**config.mk**
```make
export PLATFORM = sky130hd
export DESIGN_NAME = stun_response_attribute_parser_core_flat
export DESIGN_NICKNAME = d
export VERILOG_FILES = /design/src/rtl/srap_pkg.sv /design/src/rtl/srap_if.sv /design/src/rtl/stun_response_attribute_parser_core.sv /design/src/rtl/srap_front.sv /design/src/rtl/srap_fifo.sv /design/src/rtl/srap_back.sv /design/src/flat_wrapper.sv
export SDC_FILE = /design/constraint.sdc
export NUM_CORES = 1
export LEC_CHECK = 0
export BUFFER_PORTS_ARGS = -buffer_cell sky130_fd_sc_hd__buf_2
export CAP_MARGIN = 20
export CORE_MARGIN = 2
export CORE_UTILIZATION = 30
export DETAILED_ROUTE_END_ITERATION = 16
export PLACE_DENSITY = 0.57
export SYNTH_ARGS = -nofsm -noshare
export SYNTH_HDL_FRONTEND = slang
export SYNTH_HIERARCHICAL = 1
export SYNTH_SLANG_ARGS = --single-unit
```
**constraint.sdc**
```tcl
create_clock -name clk -period 4.5 [get_ports clk]
set_input_delay 0.675 -clock clk [delete_from_list [all_inputs] [get_ports clk]]
set_output_delay 0.675 -clock clk [all_outputs]
set_load 0.03 [all_outputs]
```
**src/rtl/srap_pkg.sv**
```systemverilog
// Package for the STUN response attribute parser.
// Holds the shared constants, the queue item type and the code enums.
// No dependencies; every other file imports it.
`default_nettype none

package srap_pkg;

    localparam int MAX_PAYLOAD_BYTES_DEF = 1024;
    localparam int HDR_BYTES             = 20;
    localparam int ADDR_VALUE_BYTES      = 8;

    localparam int BYTE_W   = 8;
    localparam int WORD_W   = 16;
    localparam int ADDR_W   = 32;
    localparam int STATUS_W = 2;
    localparam int FLAGS_W  = 3;
    localparam int CFG_W    = 32;
    localparam int CFG_IDX_W = 2;

    // Window of value bytes that holds port and address.
    localparam int SHIFT_W = 48;

    localparam int Q_DEPTH = 2;
    localparam int Q_PTR_W = 1;
    localparam int Q_CNT_W = 2;

    localparam int FLAG_PLAIN = 0;
    localparam int FLAG_XOR   = 1;
    localparam int FLAG_ALT   = 2;

    typedef enum logic [CFG_IDX_W-1:0] {
        CFG_COOKIE     = 2'd0,
        CFG_PLAIN_TYPE = 2'd1,
        CFG_XOR_TYPE   = 2'd2,
        CFG_ALT_TYPE   = 2'd3
    } srap_cfg_idx_t;

    typedef enum logic [STATUS_W-1:0] {
        ST_OK        = 2'd0,
        ST_SHORT_HDR = 2'd1,
        ST_TRUNC_HDR = 2'd2,
        ST_OVERRUN   = 2'd3
    } srap_status_t;

    // What the back end does with a queued byte.
    typedef enum logic [2:0] {
        ROLE_NONE,
        ROLE_TYPE_HI,
        ROLE_TYPE_LO,
        ROLE_VALUE,
        ROLE_VALUE_TAKE
    } srap_role_t;

    typedef struct packed {
        srap_role_t         role;
        logic [BYTE_W-1:0]  data;
        logic               last;
        srap_status_t       status;
    } srap_item_t;

    typedef struct packed {
        logic [ADDR_W-1:0] cookie;
        logic [WORD_W-1:0] plain_type;
        logic [WORD_W-1:0] xor_type;
        logic [WORD_W-1:0] alt_type;
    } srap_cfg_t;

endpackage

`default_nettype wire

```
**src/rtl/srap_if.sv**
```systemverilog
// Stream interfaces of the STUN response attribute parser.
// srap_in_if carries payload bytes, srap_out_if carries results; uses srap_pkg.
`default_nettype none

interface srap_in_if;
    import srap_pkg::*;

    logic              valid;
    logic              ready;
    logic [BYTE_W-1:0] payload_byte;
    logic              last_byte;

    modport source (output valid, output payload_byte, output last_byte, input ready);
    modport sink   (input valid, input payload_byte, input last_byte, output ready);
endinterface

interface srap_out_if;
    import srap_pkg::*;

    logic                valid;
    logic                ready;
    logic [STATUS_W-1:0] status;
    logic [FLAGS_W-1:0]  found_flags;
    logic [WORD_W-1:0]   mapped_port;
    logic [ADDR_W-1:0]   mapped_addr;

    modport source (output valid, output status, output found_flags,
                    output mapped_port, output mapped_addr, input ready);
    modport sink   (input valid, input status, input found_flags,
                    input mapped_port, input mapped_addr, output ready);
endinterface

`default_nettype wire

```
**src/rtl/stun_response_attribute_parser_core.sv**
```systemverilog
// STUN response attribute parser, top level.
// The pkt channel takes one UDP payload byte per item with last_byte on the
// final byte of a reply. The result channel gives one item per reply: status,
// found flags and the extracted port and IPv4 address.
// The cfg port writes the cookie and the three attribute type codes by index;
// write it only while no reply is in flight.
// Takes one byte per cycle while pkt.ready is high. The front end frames
// header and attributes, a two-entry queue feeds the back end, which matches
// types and holds the address. The final byte is written into the queue and,
// once the back end pops it, sets the result register behind result.valid.
// When the result is not taken, the back end stops at the next final byte,
// the queue fills and pkt.ready drops; bytes before that keep flowing.
// Reset clears all framing state, empties the queue and the result, and loads
// the cookie 0x2112A442 and the type codes 0x0001, 0x0020 and 0x8020.
// Bytes past MAX_PAYLOAD_BYTES are dropped, but their last flag ends the reply.
// Depends on srap_pkg, srap_if, srap_front, srap_fifo and srap_back.
`default_nettype none

module stun_response_attribute_parser_core #(
    parameter int MAX_PAYLOAD_BYTES = srap_pkg::MAX_PAYLOAD_BYTES_DEF
) (
    input  wire logic                          clk,
    input  wire logic                          rst_n,
    srap_in_if.sink                            pkt,
    srap_out_if.source                         result,
    input  wire logic                          cfg_we,
    input  wire logic [srap_pkg::CFG_IDX_W-1:0] cfg_index,
    input  wire logic [srap_pkg::CFG_W-1:0]    cfg_data
);
    import srap_pkg::*;

    srap_cfg_t  cfg_reg;
    srap_item_t q_item;
    srap_item_t q_head;
    logic       q_push;
    logic       q_pop;
    logic       q_full;
    logic       q_empty;

    always_ff @(posedge clk or negedge rst_n)
    begin
        if (!rst_n)
        begin
            cfg_reg.cookie     <= 32'h2112A442;
            cfg_reg.plain_type <= 16'h0001;
            cfg_reg.xor_type   <= 16'h0020;
            cfg_reg.alt_type   <= 16'h8020;
        end
        else if (cfg_we)
        begin
            unique case (cfg_index)
                CFG_COOKIE:     cfg_reg.cookie     <= cfg_data;
                CFG_PLAIN_TYPE: cfg_reg.plain_type <= cfg_data[WORD_W-1:0];
                CFG_XOR_TYPE:   cfg_reg.xor_type   <= cfg_data[WORD_W-1:0];
                CFG_ALT_TYPE:   cfg_reg.alt_type   <= cfg_data[WORD_W-1:0];
                default:        ;
            endcase
        end
    end

    srap_front #(
        .MAX_PAYLOAD_BYTES (MAX_PAYLOAD_BYTES)
    ) u_front (
        .clk    (clk),
        .rst_n  (rst_n),
        .pkt    (pkt),
        .q_full (q_full),
        .q_push (q_push),
        .q_item (q_item)
    );

    srap_fifo u_fifo (
        .clk       (clk),
        .rst_n     (rst_n),
        .push      (q_push),
        .push_item (q_item),
        .pop       (q_pop),
        .head      (q_head),
        .full      (q_full),
        .empty     (q_empty)
    );

    srap_back u_back (
        .clk     (clk),
        .rst_n   (rst_n),
        .cfg     (cfg_reg),
        .head    (q_head),
        .q_empty (q_empty),
        .q_pop   (q_pop),
        .result  (result)
    );

`ifndef ASSERT_OFF
    // Found flags are only reported on a clean parse.
    assert property (@(posedge clk) disable iff (!rst_n)
        (result.valid && (result.status != ST_OK)) |-> (result.found_flags == '0))
        else $error("found flags set on an error status");

    // A short header never carries an extracted address.
    assert property (@(posedge clk) disable iff (!rst_n)
        (result.valid && (result.status == ST_SHORT_HDR))
            |-> ((result.mapped_addr == '0) && (result.mapped_port == '0)))
        else $error("address reported with a short header");

    // A final item leaves the queue only when the result register can take it.
    assert property (@(posedge clk) disable iff (!rst_n)
        (q_pop && q_head.last) |-> (!result.valid || result.ready))
        else $error("result overwritten before it was taken");

    // The front end only stalls when the queue holds items.
    assert property (@(posedge clk) disable iff (!rst_n)
        (!pkt.ready) |-> (!q_empty))
        else $error("input stalled with an empty queue");
`endif

endmodule

`default_nettype wire

```
**src/rtl/srap_front.sv**
```systemverilog
// Front end: accepts payload bytes, tracks header and attribute framing,
// tags each byte with a role and computes the packet status on the last byte.
// Depends on srap_pkg and srap_in_if.
`default_nettype none

module srap_front #(
    parameter int MAX_PAYLOAD_BYTES = srap_pkg::MAX_PAYLOAD_BYTES_DEF
) (
    input  wire logic               clk,
    input  wire logic               rst_n,
    srap_in_if.sink                 pkt,
    input  wire logic               q_full,
    output logic                    q_push,
    output srap_pkg::srap_item_t    q_item
);
    import srap_pkg::*;

    localparam int IDX_W = $clog2(MAX_PAYLOAD_BYTES + 1);

    logic [IDX_W-1:0]  idx_reg, idx_next;
    logic [WORD_W-1:0] adv_reg, adv_next;
    logic [WORD_W-1:0] apos_reg, apos_next;
    logic [WORD_W-1:0] alen_reg, alen_next;

    logic [WORD_W-1:0] off;
    logic              in_range;
    logic              is_body;
    srap_role_t        role;
    srap_status_t      status;
    logic [BYTE_W-1:0] b;

    assign pkt.ready = !q_full;
    assign q_push    = pkt.valid && pkt.ready;
    assign b         = pkt.payload_byte;

    always_comb
    begin
        off       = WORD_W'(idx_reg) - WORD_W'(HDR_BYTES);
        in_range  = idx_reg < IDX_W'(MAX_PAYLOAD_BYTES);
        is_body   = in_range && (idx_reg >= IDX_W'(HDR_BYTES)) && (off < adv_reg);
        idx_next  = idx_reg;
        adv_next  = adv_reg;
        apos_next = apos_reg;
        alen_next = alen_reg;
        role      = ROLE_NONE;

        if (in_range)
        begin
            idx_next = idx_reg + 1'b1;
            if (idx_reg == IDX_W'(2))
                adv_next = {b, 8'h00};
            else if (idx_reg == IDX_W'(3))
                adv_next = {adv_reg[15:8], b};
        end

        if (is_body)
        begin
            if (apos_reg == 16'd0)
            begin
                role      = ROLE_TYPE_HI;
                apos_next = 16'd1;
            end
            else if (apos_reg == 16'd1)
            begin
                role      = ROLE_TYPE_LO;
                apos_next = 16'd2;
            end
            else if (apos_reg == 16'd2)
            begin
                alen_next = {b, 8'h00};
                apos_next = 16'd3;
            end
            else if (apos_reg == 16'd3)
            begin
                alen_next = {alen_reg[15:8], b};
                // An empty value closes the attribute at its header.
                apos_next = (alen_next == 16'd0) ? 16'd0 : 16'd4;
            end
            else if ({1'b0, apos_reg} == ({1'b0, alen_reg} + 17'd3))
            begin
                role      = (alen_reg == 16'(ADDR_VALUE_BYTES)) ? ROLE_VALUE_TAKE
                                                                 : ROLE_VALUE;
                apos_next = 16'd0;
            end
            else
            begin
                role      = ROLE_VALUE;
                apos_next = apos_reg + 16'd1;
            end
        end

        // The bytes into the pending attribute are what is left unparsed.
        if (idx_next < IDX_W'(HDR_BYTES))
            status = ST_SHORT_HDR;
        else if (apos_next == 16'd0)
            status = ST_OK;
        else if (apos_next < 16'd4)
            status = ST_TRUNC_HDR;
        else
            status = ST_OVERRUN;

        if (pkt.last_byte)
        begin
            idx_next  = '0;
            adv_next  = '0;
            apos_next = '0;
            alen_next = '0;
        end

        q_item.role   = role;
        q_item.data   = b;
        q_item.last   = pkt.last_byte;
        q_item.status = status;
    end

    always_ff @(posedge clk or negedge rst_n)
    begin
        if (!rst_n)
        begin
            idx_reg  <= '0;
            adv_reg  <= '0;
            apos_reg <= '0;
            alen_reg <= '0;
        end
        else if (q_push)
        begin
            idx_reg  <= idx_next;
            adv_reg  <= adv_next;
            apos_reg <= apos_next;
            alen_reg <= alen_next;
        end
    end

endmodule

`default_nettype wire

```
**src/rtl/srap_fifo.sv**
```systemverilog
// Two-entry queue of tagged bytes between the front and back ends.
// Depends on srap_pkg.
`default_nettype none

module srap_fifo (
    input  wire logic               clk,
    input  wire logic               rst_n,
    input  wire logic               push,
    input  srap_pkg::srap_item_t    push_item,
    input  wire logic               pop,
    output srap_pkg::srap_item_t    head,
    output logic                    full,
    output logic                    empty
);
    import srap_pkg::*;

    srap_item_t         mem_reg [Q_DEPTH];
    logic [Q_PTR_W-1:0] wr_ptr_reg, wr_ptr_next;
    logic [Q_PTR_W-1:0] rd_ptr_reg, rd_ptr_next;
    logic [Q_CNT_W-1:0] cnt_reg, cnt_next;

    assign full  = cnt_reg == Q_CNT_W'(Q_DEPTH);
    assign empty = cnt_reg == '0;
    assign head  = mem_reg[rd_ptr_reg];

    always_comb
    begin
        wr_ptr_next = wr_ptr_reg;
        rd_ptr_next = rd_ptr_reg;
        cnt_next    = cnt_reg;
        if (push)
            wr_ptr_next = (wr_ptr_reg == Q_PTR_W'(Q_DEPTH - 1)) ? '0 : wr_ptr_reg + 1'b1;
        if (pop)
            rd_ptr_next = (rd_ptr_reg == Q_PTR_W'(Q_DEPTH - 1)) ? '0 : rd_ptr_reg + 1'b1;
        if (push && !pop)
            cnt_next = cnt_reg + 1'b1;
        else if (pop && !push)
            cnt_next = cnt_reg - 1'b1;
    end

    always_ff @(posedge clk or negedge rst_n)
    begin
        if (!rst_n)
        begin
            wr_ptr_reg <= '0;
            rd_ptr_reg <= '0;
            cnt_reg    <= '0;
        end
        else
        begin
            wr_ptr_reg <= wr_ptr_next;
            rd_ptr_reg <= rd_ptr_next;
            cnt_reg    <= cnt_next;
        end
    end

    always_ff @(posedge clk)
    begin
        if (push)
            mem_reg[wr_ptr_reg] <= push_item;
    end

endmodule

`default_nettype wire

```
**src/rtl/srap_back.sv**
```systemverilog
// Back end: builds attribute type and value from tagged bytes, matches the
// configured types, holds the extracted address and drives the result register.
// Depends on srap_pkg and srap_out_if.
`default_nettype none

module srap_back (
    input  wire logic               clk,
    input  wire logic               rst_n,
    input  srap_pkg::srap_cfg_t     cfg,
    input  srap_pkg::srap_item_t    head,
    input  wire logic               q_empty,
    output logic                    q_pop,
    srap_out_if.source              result
);
    import srap_pkg::*;

    logic [WORD_W-1:0]  type_reg, type_next;
    logic [SHIFT_W-1:0] shift_reg, shift_next;
    logic [FLAGS_W-1:0] flags_reg, flags_next;
    logic [WORD_W-1:0]  port_reg, port_next;
    logic [ADDR_W-1:0]  addr_reg, addr_next;

    logic                valid_reg;
    logic [STATUS_W-1:0] status_reg;
    logic [FLAGS_W-1:0]  found_reg;
    logic [WORD_W-1:0]   oport_reg;
    logic [ADDR_W-1:0]   oaddr_reg;

    // A last item needs the result register free or draining this cycle.
    assign q_pop = !q_empty && (!head.last || !valid_reg || result.ready);

    always_comb
    begin
        type_next  = type_reg;
        shift_next = shift_reg;
        flags_next = flags_reg;
        port_next  = port_reg;
        addr_next  = addr_reg;
        unique case (head.role)
            ROLE_NONE:
                ;
            ROLE_TYPE_HI:
                type_next[15:8] = head.data;
            ROLE_TYPE_LO:
                type_next[7:0] = head.data;
            ROLE_VALUE:
                shift_next = {shift_reg[SHIFT_W-BYTE_W-1:0], head.data};
            ROLE_VALUE_TAKE:
            begin
                shift_next = {shift_reg[SHIFT_W-BYTE_W-1:0], head.data};
                // Plain wins over xor on equal codes, even when it is skipped.
                if (type_reg == cfg.plain_type)
                begin
                    if (addr_reg == '0)
                    begin
                        port_next = shift_next[47:32];
                        addr_next = shift_next[31:0];
                        flags_next[FLAG_PLAIN] = 1'b1;
                    end
                end
                else if ((type_reg == cfg.xor_type) || (type_reg == cfg.alt_type))
                begin
                    port_next = shift_next[47:32] ^ cfg.cookie[31:16];
                    addr_next = shift_next[31:0] ^ cfg.cookie;
                    if (type_reg == cfg.xor_type)
                        flags_next[FLAG_XOR] = 1'b1;
                    else
                        flags_next[FLAG_ALT] = 1'b1;
                end
            end
            default:
                ;
        endcase
    end

    always_ff @(posedge clk or negedge rst_n)
    begin
        if (!rst_n)
        begin
            flags_reg <= '0;
            port_reg  <= '0;
            addr_reg  <= '0;
            valid_reg <= 1'b0;
        end
        else
        begin
            if (q_pop)
            begin
                if (head.last)
                begin
                    flags_reg <= '0;
                    port_reg  <= '0;
                    addr_reg  <= '0;
                end
                else
                begin
                    flags_reg <= flags_next;
                    port_reg  <= port_next;
                    addr_reg  <= addr_next;
                end
            end
            if (q_pop && head.last)
                valid_reg <= 1'b1;
            else if (result.ready)
                valid_reg <= 1'b0;
        end
    end

    always_ff @(posedge clk)
    begin
        if (q_pop)
        begin
            type_reg  <= type_next;
            shift_reg <= shift_next;
        end
        if (q_pop && head.last)
        begin
            status_reg <= head.status;
            found_reg  <= (head.status == ST_OK) ? flags_next : '0;
            oport_reg  <= port_next;
            oaddr_reg  <= addr_next;
        end
    end

    assign result.valid       = valid_reg;
    assign result.status      = status_reg;
    assign result.found_flags = found_reg;
    assign result.mapped_port = oport_reg;
    assign result.mapped_addr = oaddr_reg;

endmodule

`default_nettype wire
```
**src/flat_wrapper.sv**
```systemverilog
// flat-port wrapper written by rule: the top's interface ports become plain ports
module stun_response_attribute_parser_core_flat import srap_pkg::*;
#(
    parameter int MAX_PAYLOAD_BYTES = srap_pkg::MAX_PAYLOAD_BYTES_DEF
)
  (clk, rst_n, cfg_we, cfg_index, cfg_data, pkt_valid, pkt_payload_byte, pkt_last_byte, pkt_ready, result_valid, result_status, result_found_flags, result_mapped_port, result_mapped_addr, result_ready);
  srap_in_if pkt_i ();
  srap_out_if result_i ();
  input  wire logic clk;
  input  wire logic rst_n;
  input  wire logic cfg_we;
  input  wire logic [srap_pkg::CFG_IDX_W-1:0] cfg_index;
  input  wire logic [srap_pkg::CFG_W-1:0] cfg_data;
  input wire logic [$bits(pkt_i.valid)-1:0] pkt_valid;
  input wire logic [$bits(pkt_i.payload_byte)-1:0] pkt_payload_byte;
  input wire logic [$bits(pkt_i.last_byte)-1:0] pkt_last_byte;
  output wire logic [$bits(pkt_i.ready)-1:0] pkt_ready;
  output wire logic [$bits(result_i.valid)-1:0] result_valid;
  output wire logic [$bits(result_i.status)-1:0] result_status;
  output wire logic [$bits(result_i.found_flags)-1:0] result_found_flags;
  output wire logic [$bits(result_i.mapped_port)-1:0] result_mapped_port;
  output wire logic [$bits(result_i.mapped_addr)-1:0] result_mapped_addr;
  input wire logic [$bits(result_i.ready)-1:0] result_ready;
  assign pkt_i.valid = pkt_valid;
  assign pkt_i.payload_byte = pkt_payload_byte;
  assign pkt_i.last_byte = pkt_last_byte;
  assign pkt_ready = pkt_i.ready;
  assign result_valid = result_i.valid;
  assign result_status = result_i.status;
  assign result_found_flags = result_i.found_flags;
  assign result_mapped_port = result_i.mapped_port;
  assign result_mapped_addr = result_i.mapped_addr;
  assign result_i.ready = result_ready;
  stun_response_attribute_parser_core #(.MAX_PAYLOAD_BYTES(MAX_PAYLOAD_BYTES)) u_core (.clk(clk), .rst_n(rst_n), .pkt(pkt_i), .result(result_i), .cfg_we(cfg_we), .cfg_index(cfg_index), .cfg_data(cfg_data));
endmodule
```
==> results.py <==
metrics = {
    "status": {
        "outcome": "complete, no violations",
    },
    "setup_path": {
        "r2r_end": "u_core/u_fifo/mem_reg[1][1]",
        "required_ps": 4770,
        "worstReg2RegStart": "u_core/u_front/idx_reg[3]",
        "r2r_cells": 11,
        "critPathLaunch": "u_core/u_front/idx_reg[3]",
        "critPathKind": "reg2reg",
        "endpoint_kind": "register",
        "cp_max_fo": 8,
        "startpoint_type": "register",
        "reg2reg_slack_ps": 580,
        "critPathArrivalTime_ps": 4190,
    },
    "clock_network": {
        "htreeDepth": 2,
        "cts_tree": "done",
        "worst_skew_pair.late_latency_ps": 560,
        "cts.sinks": 332,
        "clk_path_buf_depth": 3,
        "cts-root-buf": "clkbuf_16",
        "cts.hold.buffers_added": 0,
        "cts_resized": 0,
        "cts_buffers": 38,
        "clkSlewWorstSetupHoldPaths_ps": 60,
        "post_cts_buffers": 0,
    },
    "yosys": {
        "ys_warn_count": 6,
        "syn_nets": 1592,
        "synthTopCellsByArea": "dfrtp_1, edfxtp_1, mux2_2",
        "ys_types": 94,
        "synth.most_common_cell": "dfrtp_1",
        "ys_ff_latch": 332,
        "synth_flop_cell": "dfrtp_1",
        "async_reset_ff_share_pct": 58.7,
        "synth_edf_count": 137,
        "synth_top_area_cell": "dfrtp_1",
        "seq_area_frac_synth_pct": 53.4,
        "syn_area_um2": 16900,
        "synth_area_per_cell_um2": 11.1,
        "synth_top_area_share_pct": 27.0,
        "yosys-top-cells-count": "dfrtp_1, edfxtp_1, nor2_1",
        "syn_inst": 1516,
    },
    "timing": {
        "hold_violations": 0,
        "fin_crit_ps": 3920,
        "slew_violations": 0,
        "fmax_mhz": 255,
        "setup_viol": 0,
        "fin_tns_setup_ps": 0,
        "fin_crit_sh_pct": 87.1,
        "tightest_slew_ps": 1030,
        "rsz0062_at_grt": "no",
        "slew_headroom_pct": 30.9,
        "finClkSkew_ps": 11.4,
    },
    "power_and_ir_drop": {
        "pwr_density_cell_nw_per_um2": 543,
        "p_leak_nw": 7.50,
        "ir_drop_mv": 0.390,
    },
    "floorplan": {
        "die_h_um": 241,
        "core_um2": 55300,
        "die_area_um2": 58100,
        "die_width_um": 241,
        "initial_core_util_pct": 30.5,
        "ioPinCount": 103,
        "rows": 86,
    },
    "global_route": {
        "grt_overflow": 0,
        "grt_pass1_vias": 12030,
        "antenna_found_initial": 0,
        "met3_usage_pct": 2.45,
        "grtUsageTotal_pct": 15.7,
        "use_met1_pct": 22.2,
        "grt_max_degree": 109,
        "grt_pass1_wl_um": 71200,
        "grt-busiest-layer": "met2",
        "met2_usage_pct": 25.0,
    },
    "worst_hold_path": {
        "min_path_type": "in2async",
    },
    "final_layout": {
        "diodes": 0,
        "drive_above_1_share_pct": 20.6,
        "nets": 1663,
        "area_delta_synth_final_pct": 14.3,
        "fin_util_pct": 34.9,
        "largest_reg_flops": 80,
    },
    "detailed_routing": {
        "drt_wl_total_um": 45600,
        "drtPass1Iterations": 5,
        "drtIter0Drc": 983,
        "vias_per_cell": 5.16,
        "wire_per_inst_um": 19.3,
        "ant_nets": 0,
        "route.detailed.drc": 0,
        "vias": 12192,
    },
    "placement": {
        "routabilityCongestion": 0.859,
        "io_buffers": 102,
        "dp.final_hpwl_um": 31000,
    },
    "job": {
        "max-cap-violations": 0,
    },
}
critical path: stages (launching register included):
cell and delay (ps):
dfrtp_1 450, o21ai_0 440, nor3b_1 260, buf_4 170
ha_1 250, and3_1 200, a211o_1 300, a211oi_2 370
and2_1 380, mux2_2 400, a221oi_2 240, a41oi_1 180
routing by layer:
| metal | share of wire, % | wire (µm) |
|---|---|---|
| met2 | 46 | 20900 |
| met5 | 0 | 0 |
| met4 | 2.1 | 949 |
| met1 | 46 | 21100 |
| met3 | 5.9 | 2690 |
metrics by stage:
stage	instance area (µm²)	hold slack [ps]	power [mW]	setup WS, ps	instances
final	19300	245	10.5	579	2365
after global routing	19300	313	11.0	182	2365
after CTS	19300	298	10.6	575	2365
after detailed placement	18000	466	7.38	592	2295
after global placement	18000	457	7.34	638	2295
after floorplan	16900	379	6.39	633	1516
kinds of logic (layout without fill, tap and decap cells):
logic type	after synthesis	after routing	share of synthesized area [%]
muxes	106	106	7.20
AOI/OAI and AO/OA	408	408	15.6
DFF	332	332	53.4
and+or+nand+nor	392	392	11.9
buffers and inverters	141	242	4.12
xor gates and xnor gates	109	109	5.71
adders and majority gates	28	28	2.08
area by class of cell:
type | count | area (µm²)
fill | 5558 | 36000
tap | 748 | 936
inverter | 44 | 165
multi-input combinational | 1043 | 7200
clock inverter | 24 | 246
sequential | 332 | 9010
timing repair buffer | 128 | 714
clock buffer | 46 | 1010
report_power, final:
part           internal, mW  switching, mW
registers              4.02          0.497
logic                 0.922           1.89
clock network          1.80           1.33
total                  6.74           3.72
how the worst max path moves through the flow:
stage,slack [ps],to
2_1_floorplan,630,u_core/u_back/shift_reg[0]
3_3_place_gp,640,u_core/u_fifo/mem_reg[0][1]
3_5_place_dp,590,u_core/u_fifo/mem_reg[0][1]
4_1_cts,580,u_core/u_fifo/mem_reg[1][1]
5_1_grt,180,u_core/u_front/apos_reg[12]
6_report,580,u_core/u_fifo/mem_reg[1][1]
layout by cell type (no fill, tap or decap), drive strengths merged, types with 7 or more instances in the layout:
cell	netlist	layout
buf	58	127
o22a	16	16
xnor2	17	17
nor3b	7	7
clkinv	2	14
edfxtp	137	137
nor2	127	127
and3	14	14
dfstp	13	13
a21o	37	37
mux2i	10	10
o21a	18	18
nand2	91	91
o22ai	8	8
ha	28	28
o21ai	100	100
a22o	22	22
xor2	92	92
clkbuf	39	47
nor3	15	15
a31oi	15	15
dfrtp	182	182
clkinvlp	0	8
inv	42	43
nand2b	14	14
nand3	30	30
nor4	36	36
nand4	16	16
mux2	96	96
nor2b	8	8
a21oi	124	124
No activity file was read; power rests on OpenSTA's default activity.
